## src/hdl/qgm_pkg.sv

```systemverilog
// Shared types, gate codes and elaboration-time constants for the gate matrix generator.
package qgm_pkg;

  localparam int ANGLE_BITS   = 32;
  localparam int VAL_FRAC     = 16;
  localparam int VAL_W        = VAL_FRAC + 2;
  localparam int WORK_FRAC    = VAL_FRAC + 4;
  localparam int CORDIC_STEPS = VAL_FRAC + 4;
  localparam int XY_W         = WORK_FRAC + 4;
  localparam int Z_W          = 44;
  localparam int QT_W         = 41;
  localparam int NUM_LANES    = 5;
  localparam int NUM_OUT      = 8;
  // Angle scaling stage, starting vector, rotations and the rounding stage.
  localparam int LANE_LAT     = CORDIC_STEPS + 3;

  typedef logic [ANGLE_BITS-1:0]       phase_t;
  typedef logic signed [VAL_W-1:0]     val_t;
  typedef logic signed [XY_W-1:0]      xy_t;
  typedef logic signed [Z_W-1:0]       zval_t;
  typedef zval_t                       arc_tab_t [CORDIC_STEPS];
  typedef phase_t                      phase_arr_t [NUM_LANES];

  typedef struct packed {
    val_t co;
    val_t si;
  } cs_t;

  typedef cs_t cs_arr_t [NUM_LANES];
  typedef val_t mat_t [NUM_OUT];

  typedef enum logic [3:0] {
    CMD_U      = 4'd0,
    CMD_U2     = 4'd1,
    CMD_U1     = 4'd2,
    CMD_ID     = 4'd3,
    CMD_X      = 4'd4,
    CMD_Y      = 4'd5,
    CMD_Z      = 4'd6,
    CMD_H      = 4'd7,
    CMD_S      = 4'd8,
    CMD_T      = 4'd9,
    CMD_RX     = 4'd10,
    CMD_RY     = 4'd11,
    CMD_RZ     = 4'd12,
    CMD_EXPI_I = 4'd13,
    CMD_EXPI_Z = 4'd14,
    CMD_SH     = 4'd15
  } cmd_t;

  // Unsigned 64-bit quotient by shift and subtract.
  function automatic logic [63:0] udiv64(logic [63:0] num, logic [63:0] den);
    logic [63:0] q;
    logic [64:0] rem;
    q   = '0;
    rem = '0;
    for (int b = 63; b >= 0; b--) begin
      rem = {rem[63:0], num[b]};
      if (rem >= {1'b0, den}) begin
        rem  = rem - {1'b0, den};
        q[b] = 1'b1;
      end
    end
    return q;
  endfunction

  // Arctangent of two to the minus i, Q60, from the odd power series.
  function automatic longint arc_pow2_q60(int i);
    longint sum;
    longint t;
    int     e;
    bit     stop;
    sum  = 0;
    stop = 1'b0;
    for (int k = 0; k < 32; k++) begin
      e = i * (2 * k + 1);
      if (e >= 60) stop = 1'b1;
      if (!stop) begin
        t   = longint'(udiv64(64'd1 << (60 - e), 64'(2 * k + 1)));
        sum = (k % 2 == 1) ? sum - t : sum + t;
      end
    end
    return sum;
  endfunction

  // Quarter pi in Q60 from the arctangents of one fifth and one over 239.
  function automatic longint pi4_q60();
    longint n;
    longint p;
    longint t;
    longint part;
    longint total;
    total = 0;
    for (int idx = 0; idx < 2; idx++) begin
      n    = (idx == 0) ? 64'sd5 : 64'sd239;
      p    = longint'(udiv64(64'd1 << 60, 64'(n)));
      part = 0;
      for (int k = 0; k < 40; k++) begin
        if (p != 0) begin
          t    = longint'(udiv64(64'(p), 64'(2 * k + 1)));
          part = (k % 2 == 1) ? part - t : part + t;
          p    = longint'(udiv64(64'(p), 64'(n * n)));
        end
      end
      total = (idx == 0) ? 4 * part : total - part;
    end
    return total;
  endfunction

  function automatic logic [63:0] isqrt64(logic [63:0] v_in);
    logic [63:0] v;
    logic [63:0] res;
    logic [63:0] bitv;
    v    = v_in;
    res  = 64'd0;
    bitv = 64'd1 << 62;
    for (int k = 0; k < 32; k++) begin
      if (bitv > v) bitv = bitv >> 2;
    end
    for (int k = 0; k < 32; k++) begin
      if (bitv != 64'd0) begin
        if (v >= res + bitv) begin
          v   = v - (res + bitv);
          res = (res >> 1) + bitv;
        end else begin
          res = res >> 1;
        end
        bitv = bitv >> 2;
      end
    end
    return res;
  endfunction

  function automatic arc_tab_t arc_table();
    arc_tab_t tab;
    tab[0] = zval_t'((pi4_q60() + (longint'(1) << 19)) >>> 20);
    for (int i = 1; i < CORDIC_STEPS; i++) begin
      tab[i] = zval_t'((arc_pow2_q60(i) + (longint'(1) << 19)) >>> 20);
    end
    return tab;
  endfunction

  function automatic longint quarter_q40();
    return (2 * pi4_q60() + (longint'(1) << 19)) >>> 20;
  endfunction

  // Inverse CORDIC gain in the working format.
  function automatic longint gain_q();
    logic [63:0] g2;
    g2 = 64'd1 << 58;
    for (int i = 0; i < CORDIC_STEPS; i++) begin
      if (2 * i < 64) g2 = g2 + (g2 >> (2 * i));
    end
    return longint'(udiv64(64'd1 << (WORK_FRAC + 29), isqrt64(g2)));
  endfunction

  function automatic longint root_half_q();
    return longint'((isqrt64(64'd1 << (2 * VAL_FRAC + 1)) + 64'd1) >> 1);
  endfunction

  localparam arc_tab_t         ARC_TAB    = arc_table();
  localparam logic [QT_W-1:0]  QUARTER_Q  = QT_W'(quarter_q40());
  localparam xy_t              GAIN_INIT  = XY_W'(gain_q());
  localparam val_t             VAL_UNIT   = VAL_W'(longint'(1) << VAL_FRAC);
  localparam val_t             ROOT_HALF  = VAL_W'(root_half_q());

endpackage

```

## src/hdl/qgm_front.sv

```systemverilog
// Input register stage: picks the phase that each CORDIC lane evaluates.
module qgm_front import qgm_pkg::*; (
  input  logic        clk,
  input  logic        rst_n,
  input  logic        take,
  input  logic [3:0]  cmd,
  input  phase_t      theta,
  input  phase_t      phi,
  input  phase_t      lambda_angle,
  output logic        valid,
  output logic [3:0]  cmd_q,
  output phase_arr_t  phases
);

  logic       valid_r;
  logic [3:0] cmd_r;
  phase_arr_t phase_r;
  phase_arr_t phase_nxt;

  // Lane 0 always takes theta; lanes 1 to 4 take the sums the gate needs.
  always_comb begin
    phase_nxt[0] = theta;
    for (int l = 1; l < NUM_LANES; l++) phase_nxt[l] = '0;
    case (cmd_t'(cmd))
      CMD_U, CMD_U2: begin
        phase_nxt[1] = phase_t'(0) - lambda_angle - phi;
        phase_nxt[2] = lambda_angle - phi;
        phase_nxt[3] = phi - lambda_angle;
        phase_nxt[4] = lambda_angle + phi;
      end
      CMD_U1: begin
        phase_nxt[1] = lambda_angle + lambda_angle;
      end
      CMD_RZ: begin
        phase_nxt[1] = phase_t'(0) - theta;
        phase_nxt[2] = theta;
      end
      CMD_EXPI_I: begin
        phase_nxt[1] = theta + theta;
      end
      CMD_EXPI_Z: begin
        phase_nxt[1] = theta + theta;
        phase_nxt[2] = phase_t'(0) - theta - theta;
      end
      default: begin
      end
    endcase
  end

  always_ff @(posedge clk) begin
    if (!rst_n) begin
      valid_r <= 1'b0;
    end else begin
      valid_r <= take;
    end
  end

  always_ff @(posedge clk) begin
    cmd_r   <= cmd;
    phase_r <= phase_nxt;
  end

  assign valid  = valid_r;
  assign cmd_q  = cmd_r;
  assign phases = phase_r;

endmodule

```

## config.mk

```make
export PLATFORM = sky130hd
export DESIGN_NAME = qgm_front
export DESIGN_NICKNAME = d
export VERILOG_FILES = /design/src/hdl/qgm_pkg.sv /design/src/hdl/qgm_front.sv
export SDC_FILE = /design/constraint.sdc
export NUM_CORES = 1
export LEC_CHECK = 0
export BUFFER_PORTS_ARGS = -buffer_cell sky130_fd_sc_hd__buf_2
export CELL_PAD_IN_SITES_DETAIL_PLACEMENT = 1
export CELL_PAD_IN_SITES_GLOBAL_PLACEMENT = 1
export CORE_MARGIN = 2
export CORE_UTILIZATION = 45
export CTS_BUF_LIST = sky130_fd_sc_hd__clkbuf_16
export CTS_CLUSTER_DIAMETER = 150
export DETAILED_ROUTE_END_ITERATION = 6
export HOLD_SLACK_MARGIN = 0.12
export PLACE_DENSITY_LB_ADDON = 0.25
export SLEW_MARGIN = 15
export SYNTH_ARGS = -nofsm -noshare
export SYNTH_HDL_FRONTEND = slang
export SYNTH_SLANG_ARGS = --single-unit
```

## constraint.sdc

```tcl
create_clock -name clk -period 7.8 [get_ports clk]
set_clock_uncertainty 0.15 [all_clocks]
set_input_delay 1.17 -clock clk [delete_from_list [all_inputs] [get_ports clk]]
set_output_delay 1.17 -clock clk [all_outputs]
set_load 0.005 [all_outputs]
```

==> results of run 1 <==
==> power by group through the flow <==
stage / clock network, uW / registers [uW] / logic, uW
floorplan: 0 / 936 / 634
global placement: 0 / 932 / 968
detailed placement: 0 / 933 / 986
CTS: 914 / 915 / 997
global route: 939 / 918 / 1100
finish: 905 / 914 / 1020
==> cells by family after synthesis <==
group                    Yosys count
multiplexers                      29
AND/OR/NAND/NOR                  482
buffers and inverters            232
flip-flops                       164
AO/OA/AOI/OAI                    490
adder cells (fa/ha/maj)          189
XOR/XNOR                         173
==> critical path, stage by stage <==
cell       delay (ns)
buf_2            0.16
or4_1            0.63
nor3_1           0.54
nand3_1          0.32
or3_1            0.42
ha_1             0.36
xor2_1           0.19
and2_1           0.18
nand2_1          0.07
nor4b_1          0.51
o211a_1          0.27
o2111ai_1        0.17
a221o_1          0.38
a31o_2           0.25
nand3_1          0.07
==> registers in the layout, summed over array words and instances, names as in the netlist <==
name and cells:
phases 159, cmd_q 4, valid 1
==> cell type report <==
cell class | count | area [um2] | area share [%]
flip-flops and latches | 164 | 3280 | 20.2
diodes | 2 | 5.00 | 0.0309
repair buffers | 275 | 1400 | 8.61
clock inverters | 15 | 170 | 1.05
well taps | 396 | 495 | 3.05
multi-input cells | 1363 | 9880 | 60.9
clock buffers | 17 | 425 | 2.62
inverters | 151 | 567 | 3.49
==> worst min path at each step <==
| stage | cells past startpoint | end | slack [ns] |
|---|---|---|---|
| after floorplan | 0 | cmd_q[0]$_DFF_P_ | 1.05 |
| after detailed placement | 1 | phases[159]$_DFF_P_ | 1.17 |
| after global placement | 1 | phases[159]$_DFF_P_ | 1.17 |
| after CTS | 1 | phases[159]$_DFF_P_ | 0.69 |
| after global routing | 1 | phases[159]$_DFF_P_ | 0.69 |
| final | 1 | phases[159]$_DFF_P_ | 0.69 |
==> cell usage in the layout (no fill, tap or decap), types with 17 or more instances in the layout <==
cell type,instances
a21o_1,34
a21oi_1,146
a221oi_1,18
a22oi_1,18
buf_2,267
clkbuf_16,17
dfxtp_1,164
ha_1,185
inv_1,143
mux2i_1,22
nand2_1,88
nand2b_1,17
nand3_1,25
nand4_1,23
nor2_1,173
nor2b_1,17
nor3_1,43
o21ai_0,68
o21bai_1,38
o221ai_1,18
o22ai_1,25
xnor2_1,132
xor2_1,41
==> per-layer routing <==
layer	wire, um	global-route usage (%)	vias up
met5	0	0	-
met1	24900	44.7	7031
met3	3230	5.46	90
li1	-	-	6629
met2	25500	53.8	461
met4	1660	11.6	0
==> stage by stage <==
step | hold slack, ns | power (uW)
CTS | 0.687 | 2830
floorplan | 1.05 | 1570
finish | 0.692 | 2840
global placement | 1.17 | 1900
detailed placement | 1.17 | 1920
global route | 0.691 | 2960
==> impl_metrics.env, run 1 <==
export IMPL_tightestPinTransition_ns=0.933
export IMPL_cts_root_buffer="clkbuf_16"
export IMPL_synthArstFlopShare_pct=0
export IMPL_die_h_um=181
export IMPL_tns_ns=0
export IMPL_htreeDepth=4
export IMPL_max_freq_ghz=0.184
export IMPL_synthSimpleGateAreaFrac_pct=16.7
export IMPL_wl_per_cell_um=23.2
export IMPL_drv_slew=0
export IMPL_synth_most_common_cell="ha_1"
export IMPL_fin_crit_ns=5.43
export IMPL_dp_cells=2349
export IMPL_rsz0062_at_grt="no"
export IMPL_slew_headroom_pct=37.6
export IMPL_grt_max_degree=74
export IMPL_switchingPower_uw=1080
export IMPL_nets=2264
export IMPL_die_area_um2=32600
export IMPL_clkSinkCount=164
export IMPL_worstPathArrival_ns=5.69
export IMPL_crit_fanout=7
export IMPL_grt_ovfl_total=0
export IMPL_yosysSeqAreaShare_pct=23.4
export IMPL_synth_xor_area_share_pct=10.8
export IMPL_synth_top_area_share_pct=23.4
export IMPL_fillCellCount=3874
export IMPL_combPwrFrac_pct=35.8
export IMPL_core_um2=30700
export IMPL_powerDensity_nw_per_um2=175
export IMPL_final_area_um2=16200
export IMPL_drv_cap=0
export IMPL_setup_worst_path_end="phases[95]$_DFF_P_"
export IMPL_required_ns=8.06
export IMPL_setup_violations_final=0
export IMPL_drc=0
export IMPL_synth_compound_area_share_pct=23.5
export IMPL_ys_seq_elements=164
export IMPL_crit_path_start="theta[9]"
export IMPL_status="complete, no violations"
export IMPL_synthCells=1759
export IMPL_pin_count=268
export IMPL_synthTopCellsByArea="dfxtp_1 23%, ha_1 17%, xnor2_1 8.2%"
export IMPL_ys_flop_type="dfxtp_1"
export IMPL_ir_drop_uv=155
export IMPL_seq_power_share_pct=32.2
export IMPL_track_usage_pct=33.2
export IMPL_drt_pass1_iter_count=5
export IMPL_rows=64
export IMPL_avgViaCountPerCell=5.96
export IMPL_cts_buffers=17
export IMPL_fin_util_pct=52.9
export IMPL_intPower_uw=1760
export IMPL_clk_path_buf_depth=2
export IMPL_ant_nets=0
export IMPL_grt_pass1_vias=14600
export IMPL_setup_slack_ns=2.37
export IMPL_portBuffers=267
export IMPL_syn2layout_area_growth_pct=15.7
export IMPL_avgSynthCellArea_um2=7.97
export IMPL_ys_types=83
export IMPL_dpl_cell_area_um2=15600
export IMPL_dp_slack_ns=1.99
export IMPL_layoutNonFillerInstCount=2383
export IMPL_grt_pass1_wl_um=84500
export IMPL_dr_first_iter_drc_count=958
export IMPL_cp_end_kind="flop"
export IMPL_dieWidth_um=181
export IMPL_critical_path_class="input port to flop"
export IMPL_fin_crit_sh_pct=69.6
export IMPL_cp_start_kind="input port"
export IMPL_finalHoldViolCount=0
export IMPL_synthAdderAreaFrac_pct=17.1
export IMPL_start_util_pct=45.7
export IMPL_vias=14200
export IMPL_netlist_area_um2=14000
export IMPL_cts_hold_buffers_added=0
export IMPL_layout_drive_gt1_share_pct=17.7
export IMPL_antenna_found_initial=2
export IMPL_syn_nets=2051
export IMPL_hold_class="input port to flop"
export IMPL_netlist_top_cells_count="185 x ha_1, 174 x nor2_1, 164 x dfxtp_1, 146 x a21oi_1, 142 x inv_1"
export IMPL_cts_tree="yes"
export IMPL_clkTransAtPathRegs_ns=0.08
export IMPL_synth_edf_count=0
export IMPL_switching_share_pct=38.0
export IMPL_dp_hpwl_um=43700
export IMPL_synthMuxAreaShare_pct=2.13
export IMPL_cts_resized=0
export IMPL_yosys_area_top_type="dfxtp_1"
export IMPL_yosysWarnings=0
export IMPL_p_leak_uw=0.00766
export IMPL_cts_setup_buffers=0
export IMPL_finalWirelength_um=55300
export IMPL_routabilityCongestion=0.954
export IMPL_hp_start="theta[31]"
export IMPL_p_clk_share_pct=31.9
export IMPL_synth_top_family_by_area="compound AO/OA/AOI/OAI gates"
(Power assumes the default switching activity.)
==> run 2, diff against run 1 <==
- CORE_UTILIZATION: 45 -> 42
- clock period: 7.8 -> 5.1 ns (I/O delays scaled with it)
==> impl_metrics.env, run 2 (synthesized netlist as in run 1, its figures left out) <==
export IMPL_intPower_uw=2630
export IMPL_p_leak_uw=0.00790
export IMPL_dr_first_iter_drc_count=1136
export IMPL_fin_crit_ns=4.54
export IMPL_rows=66
export IMPL_crit_fanout=5
export IMPL_ir_drop_uv=245
export IMPL_worstPathArrival_ns=4.69
export IMPL_pin_count=268
export IMPL_clk_path_buf_depth=2
export IMPL_multi_input_area_um2=9870
export IMPL_violations="DRC"
export IMPL_max_freq_ghz=0.220
export IMPL_setup_violations_final=0
export IMPL_switchingPower_uw=1640
export IMPL_syn2layout_area_growth_pct=18.6
export IMPL_track_usage_pct=31.0
export IMPL_grt_ovfl_total=0
export IMPL_status="complete, but fails checks"
export IMPL_crit_top_cell="nor2_1"
export IMPL_drc=1
export IMPL_drt_pass1_iter_count=7
export IMPL_slew_headroom_pct=34.9
export IMPL_cts_setup_buffers=0
export IMPL_finalHoldViolCount=0
export IMPL_dp_hpwl_um=43900
export IMPL_seq_power_share_pct=32.6
export IMPL_dp_cells=2446
export IMPL_hold_class="input port to flop"
export IMPL_tns_ns=0
export IMPL_vias=14300
export IMPL_clkTransAtPathRegs_ns=0.07
export IMPL_routabilityCongestion=0.941
export IMPL_final_common_cell="buf_2"
export IMPL_cts_hold_buffers_added=0
export IMPL_layoutNonFillerInstCount=2481
export IMPL_powerDensity_nw_per_um2=257
export IMPL_tightestPinTransition_ns=0.975
export IMPL_antenna_found_initial=1
export IMPL_drv_slew=0
export IMPL_dieWidth_um=187
export IMPL_required_ns=5.25
export IMPL_largest_reg_flops=159
export IMPL_path_cells="buf_2 -> or4_1 -> nor2_1 -> nand2_1 -> ha_1 -> xor2_1 -> nand2b_1 -> nor2_1 -> and2_1 -> o211ai_1 -> a211oi_4 -> a311oi_2 -> o31a_2 -> o221ai_2 -> xnor2_1 -> o221ai_1"
export IMPL_critPathMaxStageDelay_ns=0.67
export IMPL_final_area_um2=16600
export IMPL_cts_resized=0
export IMPL_p_clk_share_pct=30.3
export IMPL_p_total_uw=4270
export IMPL_core_um2=32700
export IMPL_cts_root_buffer="clkbuf_16"
export IMPL_wl_per_cell_um=22.1
export IMPL_cp_start_kind="input port"
export IMPL_most_common_layout_cells="267 x buf_2, 185 x ha_1, 173 x nor2_1"
export IMPL_switching_share_pct=38.5
export IMPL_critical_path_class="input port to flop"
export IMPL_nets=2315
export IMPL_htreeDepth=4
export IMPL_cts_buffers=17
export IMPL_cts_tree="yes"
export IMPL_whs_ns=0.311
export IMPL_die_area_um2=34900
export IMPL_start_util_pct=42.9
export IMPL_fillCellCount=4176
export IMPL_die_h_um=187
export IMPL_portBuffers=267
export IMPL_rsz0062_at_grt="no"
export IMPL_grt_pass1_vias=14700
export IMPL_fin_crit_sh_pct=89.1
export IMPL_seqCellArea_um2=3280
export IMPL_combPwrFrac_pct=37.1
export IMPL_critPathSlowestCell="or4_1"
export IMPL_layout_drive_gt1_share_pct=19.8
export IMPL_clkSinkCount=164
export IMPL_cp_end_kind="flop"
export IMPL_finalWirelength_um=54700
export IMPL_avgViaCountPerCell=5.75
export IMPL_grt_max_degree=73
export IMPL_dpl_cell_area_um2=16100
export IMPL_grt_pass1_wl_um=84600
export IMPL_drv_cap=0
export IMPL_ant_nets=0
[run 2: final timing paths]
kind | from | end | slack (ns) | depth (start not counted)
max | theta[5] | phases[94]$_DFF_P_ | 0.56 | 16
min | theta[31] | phases[159]$_DFF_P_ | 0.31 | 1
[run 2: layout make-up]
cell class	count	area share, %
clock inverter	15	0.843
tap	442	3.33
clock buffer	17	2.56
multi-input combinational	1363	59.4
timing repair buffer	326	10.7
sequential	164	19.7
antenna	3	0.0451
inverter	151	3.41
[run 2: worst max-delay path: cells and delay by family]
kind | cells | cell delay, ns
fa+ha+maj | 1 | 0.42
xor+xnor | 2 | 0.33
compound gates | 6 | 1.39
simple gates | 6 | 1.68
buf+inv | 1 | 0.10
[run 2: per-stage QoR]
| step | worst slack [ns] | util, % |
|---|---|---|
| after floorplan | 0.484 | - |
| after global placement | 0.240 | 49.1 |
| after detailed placement | 0.148 | 49.1 |
| after CTS | 0.580 | 50.8 |
| after global routing | 0.321 | 50.8 |
| final | 0.556 | 50.8 |
[run 2: power by group through the flow]
stage          clock, uW  sequential, uW  combinational, uW
5_1_grt             1370            1400               1730
4_1_cts             1320            1400               1560
2_1_floorplan          0            1430                969
3_3_place_gp           0            1420               1520
3_5_place_dp           0            1430               1550
6_report            1290            1390               1580
[run 2: routing by layer]
layer / share of wire [%] / global-route usage (%) / routed length, um
met1: 47 / 43.2 / 25500
met2: 45 / 49.7 / 24600
met3: 5.8 / 4.06 / 3150
met4: 2.6 / 9.58 / 1450
met5: 0 / 0 / 0
==> run 3, diff against run 2 <==
- CORE_UTILIZATION: 42 -> 43
- CTS_BUF_LIST: sky130_fd_sc_hd__clkbuf_16 -> sky130_fd_sc_hd__clkbuf_4
==> impl_metrics.env, run 3 (synthesized netlist as in run 1, its figures left out) <==
export IMPL_htreeDepth=4
export IMPL_status="complete, no violations"
export IMPL_largest_reg_flops=159
export IMPL_grt_max_degree=44
export IMPL_cts_setup_buffers=0
export IMPL_core_um2=32300
export IMPL_cts_buffers=17
export IMPL_clkSinkCount=164
export IMPL_clk_path_buf_depth=2
export IMPL_nets=2344
export IMPL_syn2layout_area_growth_pct=18.7
export IMPL_fin_crit_sh_pct=94.2
export IMPL_dp_hpwl_um=44600
export IMPL_most_common_layout_cells="267 x buf_2, 185 x ha_1, 172 x nor2_1"
export IMPL_combPwrFrac_pct=41.1
export IMPL_rsz0062_at_grt="no"
export IMPL_portBuffers=267
export IMPL_die_h_um=185
export IMPL_ant_nets=0
export IMPL_hold_path_depth=1
export IMPL_critPathSlowestCell="dlygate4sd3_1"
export IMPL_layout_drive_gt1_share_pct=20.2
export IMPL_dr_first_iter_drc_count=903
export IMPL_switching_share_pct=40.6
export IMPL_hold_class="input port to flop"
export IMPL_cts_root_buffer="clkbuf_4"
export IMPL_setup_violations_final=0
export IMPL_max_freq_ghz=0.208
export IMPL_seq_power_share_pct=35.8
export IMPL_whs_ns=0.165
export IMPL_wl_per_cell_um=22.1
export IMPL_cts_tree="yes"
export IMPL_cp_start_kind="input port"
export IMPL_routabilityCongestion=0.990
export IMPL_track_usage_pct=32.5
export IMPL_drv_slew=0
export IMPL_worstPathArrival_ns=5.26
export IMPL_finalHoldViolCount=0
export IMPL_drv_cap=0
export IMPL_start_util_pct=43.4
export IMPL_cp_num_buf_inv=5
export IMPL_multi_input_area_um2=9890
export IMPL_avgViaCountPerCell=5.69
export IMPL_grt_ovfl_total=0
export IMPL_required_ns=5.56
export IMPL_powerDensity_nw_per_um2=235
export IMPL_rows=66
export IMPL_grt_pass1_vias=14500
export IMPL_drc=0
export IMPL_critPathMaxStageDelay_ns=0.53
export IMPL_drt_pass1_iter_count=5
export IMPL_crit_fanout=9
export IMPL_pin_count=268
export IMPL_intPower_uw=2320
export IMPL_tightestPinTransition_ns=1.03
export IMPL_slew_headroom_pct=30.9
export IMPL_antenna_found_initial=5
export IMPL_dieWidth_um=185
export IMPL_clkTransAtPathRegs_ns=0.16
export IMPL_die_area_um2=34100
export IMPL_fin_crit_ns=4.80
export IMPL_tns_ns=0
export IMPL_final_common_cell="buf_2"
export IMPL_p_clk_share_pct=23.1
export IMPL_cp_num_cells=19
export IMPL_crit_family="simple AND/OR/NAND/NOR gates"
export IMPL_cp_end_kind="flop"
export IMPL_switchingPower_uw=1590
export IMPL_finalWirelength_um=55500
export IMPL_critical_path_class="input port to flop"
export IMPL_p_leak_uw=0.00792
export IMPL_seqCellArea_um2=3280
export IMPL_grt_pass1_wl_um=84400
export IMPL_fillCellCount=4103
export IMPL_path_cells="dlygate4sd3_1 -> buf_2 -> inv_1 -> ha_1 -> inv_1 -> nor2_2 -> nand3_1 -> or3_1 -> ha_1 -> xor2_1 -> and2_1 -> nand2_1 -> nor4b_1 -> buf_4 -> o211a_1 -> o2111ai_1 -> a221o_1 -> a31o_2 -> nand3_1"
export IMPL_ir_drop_uv=178
export IMPL_vias=14300
## run 3: cell count changes in the layout (fill, tap and decap cells not counted), sizes merged
cell / previous run / this run
clkbuf: 17 / 19
clkinvlp: 2 / 1
dlygate4sd3: 0 / 17
buf: 326 / 338
diode: 3 / 4
bufinv: 0 / 2
clkinv: 10 / 8
inv: 154 / 153
## run 3: cell type report
type | instances | area share [%]
well taps | 442 | 3.32
flip-flops and latches | 164 | 19.7
clock buffers | 19 | 0.857
clock inverters | 13 | 0.977
repair buffers | 355 | 12.3
multi-input cells | 1363 | 59.4
diodes | 4 | 0.0601
inverters | 151 | 3.41
## run 3: path summary, 6_finish.rpt
check	from	to	slack (ns)
setup / recovery	theta[1]	phases[95]$_DFF_P_	0.30
hold / removal	theta[30]	phases[158]$_DFF_P_	0.16
## run 3: power groups by stage
stage,clock (uW),sequential [uW],combinational (uW)
3_3_place_gp,0,1430,1530
2_1_floorplan,0,1430,969
6_report,902,1400,1610
5_1_grt,960,1410,1750
4_1_cts,919,1400,1580
3_5_place_dp,0,1430,1560
## run 3: routing by layer
metal  global-route usage (%)  wire (um)  vias to the layer above
li1                         -          -                     6775
met1                     45.0      25900                     6986
met4                     10.5       1470                        2
met3                     5.12       3170                       72
met2                     51.5      25000                      461
met5                        0         13                        -
## run 3: repair_timing
item,CTS,global route
hold endpoints to repair,16,0
hold buffers,17,0
setup endpoints to repair,0,2
resized for setup,0,2
## run 3: through the flow
| step | std cells | cell area [um2] | power, uW | util (%) | worst slack (ns) |
|---|---|---|---|---|---|
| 2_1_floorplan | 1759 | 14000 | 2400 | - | 0.484 |
| 3_3_place_gp | 2458 | 16200 | 2960 | 50.0 | 0.182 |
| 3_5_place_dp | 2458 | 16200 | 2980 | 50.0 | 0.0690 |
| 4_1_cts | 2507 | 16600 | 3900 | 51.5 | 0.243 |
| 5_1_grt | 2511 | 16600 | 4110 | 51.5 | 0.0424 |
| 6_report | 2511 | 16600 | 3910 | 51.5 | 0.297 |
